## src/pvd_pkg.sv

```systemverilog
// Shared types and register indexes for the peak/valley detector.
package pvd_pkg;

    localparam int CFG_ADDR_BITS = 2;
    localparam int CFG_DATA_BITS = 15;
    localparam int PERSIST_BITS  = 8;
    localparam int MARGIN_BITS   = 15;

    typedef enum logic [CFG_ADDR_BITS-1:0] {
        CFG_PERSIST_COUNT  = 2'd0,
        CFG_MARGIN         = 2'd1,
        CFG_REPORT_TOPS    = 2'd2,
        CFG_REPORT_BOTTOMS = 2'd3
    } cfg_addr_t;

    typedef struct packed {
        logic [PERSIST_BITS-1:0] persist_count;
        logic [MARGIN_BITS-1:0]  margin;
        logic                    report_tops;
        logic                    report_bottoms;
    } cfg_t;

    typedef struct packed {
        logic peak_flag;
        logic turn_was_top;
    } flags_t;

endpackage

```

## src/pvd_cfg_regs.sv

```systemverilog
// Configuration register file for the peak/valley detector.
module pvd_cfg_regs (
    input  logic                                aclk,
    input  logic                                aresetn,
    input  logic                                cfg_we,
    input  logic [pvd_pkg::CFG_ADDR_BITS-1:0]   cfg_addr,
    input  logic [pvd_pkg::CFG_DATA_BITS-1:0]   cfg_wdata,
    output pvd_pkg::cfg_t                       cfg
);
    import pvd_pkg::*;

    cfg_t cfg_reg;

    always_ff @(posedge aclk) begin
        if (!aresetn) begin
            cfg_reg.persist_count  <= PERSIST_BITS'(1);
            cfg_reg.margin         <= '0;
            cfg_reg.report_tops    <= 1'b1;
            cfg_reg.report_bottoms <= 1'b0;
        end else if (cfg_we) begin
            case (cfg_addr_t'(cfg_addr))
                CFG_PERSIST_COUNT:  cfg_reg.persist_count  <= cfg_wdata[PERSIST_BITS-1:0];
                CFG_MARGIN:         cfg_reg.margin         <= cfg_wdata[MARGIN_BITS-1:0];
                CFG_REPORT_TOPS:    cfg_reg.report_tops    <= cfg_wdata[0];
                CFG_REPORT_BOTTOMS: cfg_reg.report_bottoms <= cfg_wdata[0];
                default: ;
            endcase
        end
    end

    assign cfg = cfg_reg;

endmodule

```

## src/pvd_track.sv

```systemverilog
// Trend tracker: extreme, persistence counter, direction and held peaks.
module pvd_track #(
    parameter int SAMPLE_BITS = 16
) (
    input  logic                           aclk,
    input  logic                           aresetn,
    input  pvd_pkg::cfg_t                  cfg,
    input  logic                           fire,
    input  logic signed [SAMPLE_BITS-1:0]  sample,
    output pvd_pkg::flags_t                flags,
    output logic signed [SAMPLE_BITS-1:0]  last_top,
    output logic signed [SAMPLE_BITS-1:0]  last_bottom
);
    import pvd_pkg::*;

    // Wide enough that extreme plus or minus the margin cannot overflow.
    localparam int CMP_W = ((SAMPLE_BITS > MARGIN_BITS) ? SAMPLE_BITS : MARGIN_BITS + 1) + 1;

    logic                          rising_reg, rising_next;
    logic signed [SAMPLE_BITS-1:0] extreme_reg, extreme_next;
    logic [PERSIST_BITS-1:0]       count_reg, count_next;
    logic signed [SAMPLE_BITS-1:0] top_hold_reg, top_hold_next;
    logic signed [SAMPLE_BITS-1:0] bottom_hold_reg, bottom_hold_next;

    logic signed [CMP_W-1:0] sample_w;
    logic signed [CMP_W-1:0] extreme_w;
    logic signed [CMP_W-1:0] margin_w;
    logic signed [CMP_W-1:0] band_lo;
    logic signed [CMP_W-1:0] band_hi;
    logic [PERSIST_BITS:0]   count_inc;
    logic                    turn_ok;
    logic                    top_turn;
    logic                    flag;

    assign sample_w  = CMP_W'(sample);
    assign extreme_w = CMP_W'(extreme_reg);
    assign margin_w  = CMP_W'($signed({1'b0, cfg.margin}));
    assign band_lo   = extreme_w - margin_w;
    assign band_hi   = extreme_w + margin_w;
    assign count_inc = {1'b0, count_reg} + (PERSIST_BITS + 1)'(1);
    // A setting of zero behaves like one, since the incremented count is never zero.
    assign turn_ok   = (count_inc >= {1'b0, cfg.persist_count});

    always_comb begin
        rising_next      = rising_reg;
        extreme_next     = extreme_reg;
        count_next       = count_reg;
        top_hold_next    = top_hold_reg;
        bottom_hold_next = bottom_hold_reg;
        top_turn         = 1'b0;
        flag             = 1'b0;
        if (rising_reg) begin
            if (sample_w < band_lo) begin
                if (turn_ok) begin
                    count_next    = '0;
                    top_hold_next = extreme_reg;
                    extreme_next  = sample;
                    rising_next   = 1'b0;
                    top_turn      = 1'b1;
                    flag          = cfg.report_tops;
                end else begin
                    count_next = count_inc[PERSIST_BITS-1:0];
                end
            end else if (sample > extreme_reg) begin
                count_next   = '0;
                extreme_next = sample;
            end
        end else begin
            if (sample_w > band_hi) begin
                if (turn_ok) begin
                    count_next       = '0;
                    bottom_hold_next = extreme_reg;
                    extreme_next     = sample;
                    rising_next      = 1'b1;
                    flag             = cfg.report_bottoms;
                end else begin
                    count_next = count_inc[PERSIST_BITS-1:0];
                end
            end else if (sample < extreme_reg) begin
                count_next   = '0;
                extreme_next = sample;
            end
        end
    end

    always_ff @(posedge aclk) begin
        if (!aresetn) begin
            rising_reg      <= 1'b1;
            extreme_reg     <= '0;
            count_reg       <= '0;
            top_hold_reg    <= '0;
            bottom_hold_reg <= '0;
        end else if (fire) begin
            rising_reg      <= rising_next;
            extreme_reg     <= extreme_next;
            count_reg       <= count_next;
            top_hold_reg    <= top_hold_next;
            bottom_hold_reg <= bottom_hold_next;
        end
    end

    assign flags.peak_flag    = flag;
    assign flags.turn_was_top = top_turn;
    assign last_top           = top_hold_next;
    assign last_bottom        = bottom_hold_next;

    a_top_turn_falls: assert property (@(posedge aclk) disable iff (!aresetn)
        (fire && top_turn) |=> !rising_reg)
        else $error("top turn did not switch direction to falling");

    a_idle_holds: assert property (@(posedge aclk) disable iff (!aresetn)
        !fire |=> ($stable(extreme_reg) && $stable(rising_reg) && $stable(count_reg)))
        else $error("tracker state changed without an accepted word");

    a_count_bounded: assert property (@(posedge aclk) disable iff (!aresetn)
        count_reg != {PERSIST_BITS{1'b1}})
        else $error("persistence counter reached its wrap value");

    a_flag_source: assert property (@(posedge aclk) disable iff (!aresetn)
        (fire && flag && !top_turn) |-> (!rising_reg && cfg.report_bottoms))
        else $error("flag raised without a confirmed, reported turn");

endmodule

```

## src/peak_valley_detector.sv

```systemverilog
// Top level of the hysteresis peak/valley detector.
// A word accepted on s_ passes the input and then the result register on to m_.
// One word per cycle while m_ready is high; one compare-and-select state update.
// The input register and the result register each free themselves as they drain.
// Reset (aresetn low, synchronous) empties both stages, sets direction to rising,
// clears extreme, counter and held peaks, and loads the register defaults.
module peak_valley_detector #(
    parameter int SAMPLE_BITS = 16
) (
    input  logic                                aclk,
    input  logic                                aresetn,
    input  logic                                cfg_we,
    input  logic [pvd_pkg::CFG_ADDR_BITS-1:0]   cfg_addr,
    input  logic [pvd_pkg::CFG_DATA_BITS-1:0]   cfg_wdata,
    input  logic                                s_valid,
    output logic                                s_ready,
    input  logic signed [SAMPLE_BITS-1:0]       s_sample,
    output logic                                m_valid,
    input  logic                                m_ready,
    output logic                                m_peak_flag,
    output logic                                m_turn_was_top,
    output logic signed [SAMPLE_BITS-1:0]       m_last_top,
    output logic signed [SAMPLE_BITS-1:0]       m_last_bottom
);
    import pvd_pkg::*;

    cfg_t                          cfg;
    flags_t                        flags;
    logic signed [SAMPLE_BITS-1:0] last_top;
    logic signed [SAMPLE_BITS-1:0] last_bottom;

    logic                          in_valid_reg;
    logic signed [SAMPLE_BITS-1:0] in_sample_reg;
    logic                          out_valid_reg;
    flags_t                        out_flags_reg;
    logic signed [SAMPLE_BITS-1:0] out_top_reg;
    logic signed [SAMPLE_BITS-1:0] out_bottom_reg;
    logic                          fire;

    // A word moves to the result register when that register is empty or draining.
    assign fire    = in_valid_reg && (!out_valid_reg || m_ready);
    assign s_ready = !in_valid_reg || fire;

    pvd_cfg_regs u_cfg (
        .aclk      (aclk),
        .aresetn   (aresetn),
        .cfg_we    (cfg_we),
        .cfg_addr  (cfg_addr),
        .cfg_wdata (cfg_wdata),
        .cfg       (cfg)
    );

    pvd_track #(
        .SAMPLE_BITS (SAMPLE_BITS)
    ) u_track (
        .aclk        (aclk),
        .aresetn     (aresetn),
        .cfg         (cfg),
        .fire        (fire),
        .sample      (in_sample_reg),
        .flags       (flags),
        .last_top    (last_top),
        .last_bottom (last_bottom)
    );

    always_ff @(posedge aclk) begin
        if (!aresetn) begin
            in_valid_reg  <= 1'b0;
            out_valid_reg <= 1'b0;
        end else begin
            if (s_ready) begin
                in_valid_reg <= s_valid;
            end
            if (fire) begin
                out_valid_reg <= 1'b1;
            end else if (m_ready) begin
                out_valid_reg <= 1'b0;
            end
        end
    end

    always_ff @(posedge aclk) begin
        if (s_valid && s_ready) begin
            in_sample_reg <= s_sample;
        end
        if (fire) begin
            out_flags_reg  <= flags;
            out_top_reg    <= last_top;
            out_bottom_reg <= last_bottom;
        end
    end

    assign m_valid        = out_valid_reg;
    assign m_peak_flag    = out_flags_reg.peak_flag;
    assign m_turn_was_top = out_flags_reg.turn_was_top;
    assign m_last_top     = out_top_reg;
    assign m_last_bottom  = out_bottom_reg;

    a_fire_fills_output: assert property (@(posedge aclk) disable iff (!aresetn)
        fire |=> m_valid)
        else $error("processed word did not reach the result register");

    a_stall_means_full: assert property (@(posedge aclk) disable iff (!aresetn)
        !s_ready |-> (in_valid_reg && out_valid_reg && !m_ready))
        else $error("input stalled while the pipeline could move");

    a_accept_fills_input: assert property (@(posedge aclk) disable iff (!aresetn)
        (s_valid && s_ready) |=> in_valid_reg)
        else $error("accepted word was lost from the input register");

endmodule

```

## config.mk

```make
export PLATFORM = sky130hd
export DESIGN_NAME = peak_valley_detector
export DESIGN_NICKNAME = d
export VERILOG_FILES = /design/src/pvd_pkg.sv /design/src/pvd_cfg_regs.sv /design/src/pvd_track.sv /design/src/peak_valley_detector.sv
export SDC_FILE = /design/constraint.sdc
export NUM_CORES = 1
export LEC_CHECK = 0
export BUFFER_PORTS_ARGS = -buffer_cell sky130_fd_sc_hd__buf_4
export CAP_MARGIN = 10
export CORE_MARGIN = 3
export CORE_UTILIZATION = 39
export DETAILED_ROUTE_END_ITERATION = 8
export PLACE_DENSITY = 0.66
export SKIP_CTS_REPAIR_TIMING = 1
export SLEW_MARGIN = 20
export SYNTH_ARGS = -nofsm -noshare
export SYNTH_HDL_FRONTEND = slang
export SYNTH_HIERARCHICAL = 1
export SYNTH_SLANG_ARGS = --single-unit
```

## constraint.sdc

```tcl
create_clock -name aclk -period 6.07 [get_ports aclk]
set_clock_uncertainty 0.15 [all_clocks]
set_input_delay 1.214 -clock aclk [delete_from_list [all_inputs] [get_ports aclk]]
set_output_delay 1.214 -clock aclk [all_outputs]
set_load 0.01 [all_outputs]
```

==> out/results.txt, run 1 <==
DP Cell Count: 1,170
Largest net degree at the start of global routing: 53
WP data required: 6.24 ns
F_max: 178 MHz
CP Cell Sequence: inv_1 -> ha_1 -> fa_1 -> nor2b_1 -> o21ai_0 -> a21boi_0 -> o21ai_0 -> a21oi_1 -> a41oi_1 -> a21oi_1 -> a21oi_1 -> xnor2_1 -> ha_1 -> a21oi_1 -> o211ai_1 -> a21oi_1 -> nand3_1 -> a21oi_4 -> mux2_2 -> o21ba_2
Net Sw Frac: 35.1%
Routability cong.: 0.873
Tightest Pin Transition: 1.08 ns
DIE WIDTH: 150 um
Clock latency on the worst-skew pair: 0.43 ns
Detailed Route Iter0 Violations: 358
First-pass GRT wire length: 31,500 um
Max Slew Vio Count: 0
Share of cells above drive strength 1: 16.3%
R2R depth: 20
Multi-input logic area: 4520 um2
Post-route insts no fill: 1,202
Syn avg cell area: 9.45 um2
FF+latch area: 3180 um2
Routed len/inst: 16.0 um
Worst reg2reg endpoint: u_track/top_hold_reg[5]$_SDFFE_PN0P_
Worst Hold Class: reg -> reg
CP arrival: 5.77 ns
Post-synth ARST share: 0%
Max-Cap Viols: 0
YS warnings: 6
Seq/Total Area, Yosys: 39.2%
Gr usage total: 17.8%
Port bufs: 73
CTS Buffer Depth: 2
Die area: 22,600 um2
Post-Syn Area: 8120 um2
Syn-to-layout area delta: 16.2%
Max FFs per register: 25
Syn_nets: 987
Register share of total power: 32.8%
Setup-failing EPs final: 0
WL final: 19,300 um
Mapped Cells: 859
Cell mode on critical path: a21oi_1
Critical Path Sink Type: register
Psw: 1.16 mW
Die height: 150 um
Slowest CP cell: a21oi_4
Number of synthesized flops with an enable pin: 50
Io pins: 74
CTS tree: yes
Worst path bufs/invs: 1
Antenna violations before repair: 0
Rel. slew slack: 27.7%
Worst-path clk slew: 0.06 ns
DR pass1 iterations: 5
Crit path max-delay family: compound AO/OA/AOI/OAI gates
DRC: 0
Hold Crit Start: u_track/bottom_hold_reg[15]$_SDFFE_PN0P_
Power per cell area: 350 nW/um2
Maximum VDD drop: 0.000234 V
Finished Core Util: 46.3%
Worst path max stage delay: 0.72 ns
CTS H-tree lvls: 4
Reg2reg setup slack: 0.47 ns
Vias in the first global route: 6,140
Main synth FF type: dfxtp_1
Startpoint type of the worst setup path: register
#FFs+latches synth: 134
Endpoints failing hold: 0
Worst hold endpoint: u_track/bottom_hold_reg[15]$_SDFFE_PN0P_
Pint: 2.14 mW
Reg2reg start: u_track/extreme_reg[0]$_SDFFE_PN0P_
Antenna viol nets, final: 0
Clk sinks: 134
N_diodes: 0
Commonest non-fill, non-tap cell in the layout: nand2_1
Core area: 20,400 um2
Outcome: complete, no violations
Leakage: 3.93 nW
Initial Utilization: 39.9%
Clock power frac: 30.0%
Total CTS buffers: 17
Final setup TNS: 0 ns
Final worst path period need: 5.60 ns
Fill cells: 1,933
Crit-path max FO: 18
Vias: 6,139
Combinational fraction of design power: 37.3%
Total grt overflow: 0
Nets: 1,047
Most frequent cells in the layout: nand2_1 (144), ha_1 (88), dfxtp_1 (84)
Num rows: 52
CP Class: reg -> reg
Final period util: 92.3%
RSZ-0062 raised after global routing: no
Via-to-Cell Ratio: 5.11
Clock root buffer: clkbuf_16
Hold depth: 2
Hpwl dp: 14,100 um
Cell variety after synth: 78
-- synthesized netlist by cell type, types with 3 or more instances --
| cell | instances | area (um2) |
|---|---|---|
| a211oi_1 | 4 | 30.0 |
| a21o_1 | 7 | 52.6 |
| a21oi_1 | 58 | 290 |
| a31oi_1 | 3 | 18.8 |
| a32o_1 | 4 | 40.0 |
| and3_1 | 9 | 56.3 |
| buf_2 | 4 | 20.0 |
| buf_6 | 4 | 45.0 |
| clkbuf_1 | 27 | 101 |
| dfxtp_1 | 84 | 1680 |
| edfxtp_1 | 50 | 1500 |
| ha_1 | 88 | 1100 |
| inv_1 | 60 | 225 |
| mux2_2 | 8 | 90.1 |
| mux2_4 | 8 | 120 |
| mux2i_1 | 42 | 420 |
| nand2_1 | 144 | 541 |
| nand2b_1 | 6 | 37.5 |
| nand3_1 | 15 | 75.1 |
| nand3b_1 | 3 | 22.5 |
| nand4_1 | 7 | 43.8 |
| nor2_1 | 33 | 124 |
| nor2b_1 | 9 | 56.3 |
| nor3_1 | 10 | 50.1 |
| nor3b_1 | 3 | 22.5 |
| o211ai_1 | 4 | 30.0 |
| o21a_1 | 3 | 22.5 |
| o21ai_0 | 54 | 270 |
| o21ba_1 | 8 | 80.1 |
| o21ba_2 | 9 | 90.1 |
| o21bai_1 | 4 | 30.0 |
| or2_2 | 4 | 25.0 |
| or3_1 | 4 | 25.0 |
| xnor2_1 | 23 | 201 |
| xor2_1 | 7 | 61.3 |
-- power by group through the flow --
stage | sequential (mW) | clock [mW] | combinational, mW
3_3_place_gp | 1.10 | 0 | 1.19
6_report | 1.08 | 0.989 | 1.23
4_1_cts | 1.08 | 1.01 | 1.22
2_1_floorplan | 1.08 | 0 | 0.969
5_1_grt | 1.09 | 1.05 | 1.37
3_5_place_dp | 1.10 | 0 | 1.20
-- per-stage QoR --
step                      hold slack [ns]  instance area [um2]  power [mW]  worst slack, ns
final                               0.303                 9440        3.30            0.465
after global placement              0.292                 8870        2.29            0.677
after global routing                0.322                 9440        3.51           0.0706
after floorplan                     0.287                 8120        2.05             1.54
after detailed placement            0.297                 8870        2.30            0.628
after CTS                           0.304                 9440        3.32            0.563
-- routing by layer --
metal | routed length, um | global-route usage, % | part of all wire, % | vias up
li1 | - | - | - | 3143
met1 | 9020 | 23.3 | 47 | 2795
met2 | 8890 | 29.1 | 46 | 160
met3 | 788 | 3.34 | 4.1 | 41
met4 | 585 | 7.00 | 3.0 | 0
met5 | 0 | 0 | 0 | -
-- worst register-to-register path, cell delays in order, from the launching register on --
cell and delay (ns):
dfxtp_1 0.45, inv_1 0.09, ha_1 0.22, fa_1 0.42
nor2b_1 0.12, o21ai_0 0.10, a21boi_0 0.19, o21ai_0 0.15
a21oi_1 0.32, a41oi_1 0.23, a21oi_1 0.25, a21oi_1 0.12
xnor2_1 0.15, ha_1 0.30, a21oi_1 0.25, o211ai_1 0.14
a21oi_1 0.29, nand3_1 0.24, a21oi_4 0.72, mux2_2 0.43
o21ba_2 0.19
-- cells by family after synthesis --
family,synth area share (%)
AND/OR/NAND/NOR,14.4
AO/OA/AOI/OAI,15.8
flip-flops,39.2
buffers and inverters,5.30
adder cells (fa/ha/maj),14.1
multiplexers,7.94
XOR/XNOR,3.24
-- final cells by class --
type,count,share of cell area [%]
multi-input cells,626,47.9
flip-flops and latches,134,33.7
repair buffers,79,6.42
clock buffers,19,4.59
well taps,270,3.58
inverters,61,2.43
clock inverters,13,1.38
-- worst max-delay path by stage --
stage                                                    from                                   end  slack (ns)  cells after the start
after floorplan           u_track/extreme_reg[0]$_SDFFE_PN0P_  u_track/top_hold_reg[0]$_SDFFE_PN0P_        1.54                     21
after global placement    u_track/extreme_reg[0]$_SDFFE_PN0P_  u_track/top_hold_reg[8]$_SDFFE_PN0P_        0.68                     20
after detailed placement  u_track/extreme_reg[0]$_SDFFE_PN0P_  u_track/top_hold_reg[8]$_SDFFE_PN0P_        0.63                     20
after CTS                 u_track/extreme_reg[0]$_SDFFE_PN0P_  u_track/top_hold_reg[4]$_SDFFE_PN0P_        0.56                     20
after global routing                u_cfg/cfg[3]$_SDFFE_PN0P_   u_track/extreme_reg[4]$_SDFFE_PN0P_        0.07                     19
final                     u_track/extreme_reg[0]$_SDFFE_PN0P_  u_track/top_hold_reg[5]$_SDFFE_PN0P_        0.47                     20
(Power assumes the default switching activity.)
==> run 2: changes to the inputs <==
--- a/config.mk
+++ b/config.mk
@@ -9,6 +9,7 @@
 export CAP_MARGIN = 10
 export CORE_MARGIN = 3
 export CORE_UTILIZATION = 39
+export CTS_CLUSTER_SIZE = 14
 export DETAILED_ROUTE_END_ITERATION = 8
 export PLACE_DENSITY = 0.66
 export SKIP_CTS_REPAIR_TIMING = 1
==> constraint.sdc (replaced) <==
create_clock -name aclk -period 6.05 [get_ports aclk]
set_clock_uncertainty 0.15 [all_clocks]
set_input_delay 1.21 -clock aclk [delete_from_list [all_inputs] [get_ports aclk]]
set_output_delay 1.21 -clock aclk [all_outputs]
set_load 0.01 [all_outputs]
==> run 2 against run 1 <==
Net effect:
- core utilization is 0.34 points higher
- non-clock buffer count increased by 1
- critical path type unchanged
- clock-buffer cell count fell by 1
- worst setup slack improved by 0.090 ns
- largest power group unchanged
==> out/results.txt, run 2 (synthesized netlist as in run 1, its figures left out) <==
CP Class: reg -> reg
Post-route insts no fill: 1,203 (+0.083%)
Hold Crit Start: u_track/bottom_hold_reg[6]$_SDFFE_PN0P_
Worst reg2reg endpoint: u_track/extreme_reg[15]$_SDFFE_PN0P_
Fin area: 9510 um2 (+0.74%)
CTS Buffer Depth: 2 (unchanged)
DR pass1 iterations: 5 (unchanged)
WL final: 19,300 um (-0.19%)
Core area: 20,400 um2 (unchanged)
Crit-path max FO: 10 (-8)
Clock latency on the worst-skew pair: 0.43 ns (about the same)
Fill cells: 1,886 (-2.4%)
F_max: 182 MHz (+2.0%)
Die height: 150 um (unchanged)
Pint: 2.24 mW (+4.7%)
Final setup TNS: 0 ns (unchanged)
Num rows: 52 (unchanged)
Via-to-Cell Ratio: 5.11 (about the same)
DP Cell Count: 1,171 (+0.085%)
WP data required: 6.25 ns (about the same)
Reg2reg setup slack: 0.56 ns (+0.09 ns)
Initial Utilization: 39.9% (unchanged)
CTS H-tree lvls: 4 (unchanged)
Clock power frac: 32.2% (+2.2 points)
Multi-input logic area: 4520 um2 (unchanged)
Maximum VDD drop: 0.000267 V (+14%)
FF+latch area: 3180 um2 (unchanged)
Total grt overflow: 0 (unchanged)
Max-Cap Viols: 0 (unchanged)
Io pins: 74 (unchanged)
Clk sinks: 134 (unchanged)
Hold depth: 2 (unchanged)
Most frequent cells in the layout: nand2_1 (144), ha_1 (88), dfxtp_1 (84)
CTS tree: yes
Psw: 1.18 mW (+2.1%)
Worst Hold Class: reg -> reg
Final worst path period need: 5.49 ns (-0.110 ns)
First-pass GRT wire length: 31,300 um (-0.66%)
Setup-failing EPs final: 0 (unchanged)
RSZ-0062 raised after global routing: no
Port bufs: 73 (unchanged)
CP arrival: 5.69 ns (-0.08 ns)
Nets: 1,048 (+0.096%)
Outcome: complete, no violations
Hpwl dp: 14,100 um (-0.11%)
DRC: 0 (unchanged)
Max FFs per register: 25 (unchanged)
Tightest Pin Transition: 1.05 ns (-0.0317 ns)
Routability cong.: 0.883 (+1.1%)
Total CTS buffers: 17 (unchanged)
Die area: 22,600 um2 (unchanged)
Vias: 6,149 (+0.16%)
Worst-path clk slew: 0.06 ns (about the same)
Routed len/inst: 16.0 um (-0.27%)
R2R depth: 22 (+10%)
Critical Path Sink Type: register
Post-DP Area: 8880 um2 (about the same)
Vias in the first global route: 5,996 (-2.3%)
Pwr Total: 3.43 mW (+3.8%)
Detailed Route Iter0 Violations: 341 (-4.7%)
Startpoint type of the worst setup path: register
Syn-to-layout area delta: 17.1%
Final period util: 90.8% (-1.5 points)
Antenna viol nets, final: 0 (unchanged)
Max Slew Vio Count: 0 (unchanged)
DIE WIDTH: 150 um (unchanged)
Power per cell area: 361 nW/um2 (+3.0%)
Rel. slew slack: 29.8% (+2.1 points)
Net Sw Frac: 34.5% (-0.58 points)
Largest net degree at the start of global routing: 53 (unchanged)
Endpoints failing hold: 0 (unchanged)
Combinational fraction of design power: 36.1% (-1.2 points)
Antenna violations before repair: 0 (unchanged)
Worst hold endpoint: u_track/bottom_hold_reg[6]$_SDFFE_PN0P_
Gr usage total: 17.7% (-0.11 points)
Clock root buffer: clkbuf_16
Commonest non-fill, non-tap cell in the layout: nand2_1
Reg2reg start: u_track/extreme_reg[0]$_SDFFE_PN0P_
Share of cells above drive strength 1: 16.8% (+0.52 points)
N_diodes: 0 (unchanged)
Leakage: 3.98 nW (+1.1%)
Register share of total power: 31.6% (-1.2 points)
[run 2: changes by cell type in the layout (fill, tap and decap cells not counted), sizes merged]
cell and delta:
clkbuf -1, clkinv -1, bufinv +2, clkinvlp -2
inv +2, buf +1
[run 2: worst max path at each step]
stage	start	end	depth (start not counted)
detailed placement	u_track/extreme_reg[0]$_SDFFE_PN0P_	u_track/extreme_reg[8]$_SDFFE_PN0P_	22
floorplan	u_track/extreme_reg[0]$_SDFFE_PN0P_	u_track/top_hold_reg[0]$_SDFFE_PN0P_	21
global route	u_track/extreme_reg[0]$_SDFFE_PN0P_	u_track/extreme_reg[0]$_SDFFE_PN0P_	22
finish	u_track/extreme_reg[0]$_SDFFE_PN0P_	u_track/extreme_reg[15]$_SDFFE_PN0P_	22
CTS	u_track/extreme_reg[0]$_SDFFE_PN0P_	u_track/extreme_reg[8]$_SDFFE_PN0P_	22
global placement	u_track/extreme_reg[0]$_SDFFE_PN0P_	u_track/extreme_reg[3]$_SDFFE_PN0P_	22
[run 2: worst max-delay path: stages, from the launching register on]
cell	delay, ns
dfxtp_1	0.46
inv_1	0.10
ha_1	0.22
fa_1	0.41
nor2b_1	0.13
o21ai_0	0.11
a21boi_0	0.21
o21ai_0	0.15
a21oi_1	0.31
a41oi_1	0.22
a21oi_1	0.28
a21oi_1	0.13
xnor2_1	0.14
ha_1	0.29
a21oi_1	0.18
o211ai_1	0.11
a21oi_1	0.34
nand2_2	0.10
mux2i_2	0.31
o311ai_4	0.20
a21oi_4	0.44
buf_12	0.21
mux2i_1	0.19
[run 2: metal layers]
layer	vias to the layer above	part of all wire [%]	global-route usage, %
met5	-	0	0
met4	0	1.9	5.90
met3	27	3.9	3.13
met2	136	47	28.8
met1	2846	47	23.7
li1	3140	-	-
[run 2: through the flow]
step                worst slack [ns]  utilization (%)  hold slack [ns]
floorplan                       1.52                -            0.287
finish                         0.555             46.7            0.305
global placement               0.704             43.6            0.292
CTS                            0.664             46.7            0.305
global route                   0.182             46.7            0.320
detailed placement             0.688             43.6            0.297
[run 2: power groups by stage]
stage	logic, mW	clock network [mW]	registers [mW]
floorplan	0.972	0	1.09
global placement	1.21	0	1.10
detailed placement	1.22	0	1.10
CTS	1.23	1.13	1.08
global route	1.38	1.16	1.09
finish	1.24	1.10	1.08
[run 2: final cells by class]
cell class,count,share of cell area [%]
multi-input combinational,626,47.5
sequential,134,33.5
timing repair buffer,80,6.45
clock buffer,18,4.51
tap,270,3.55
inverter,61,2.41
clock inverter,14,2.07
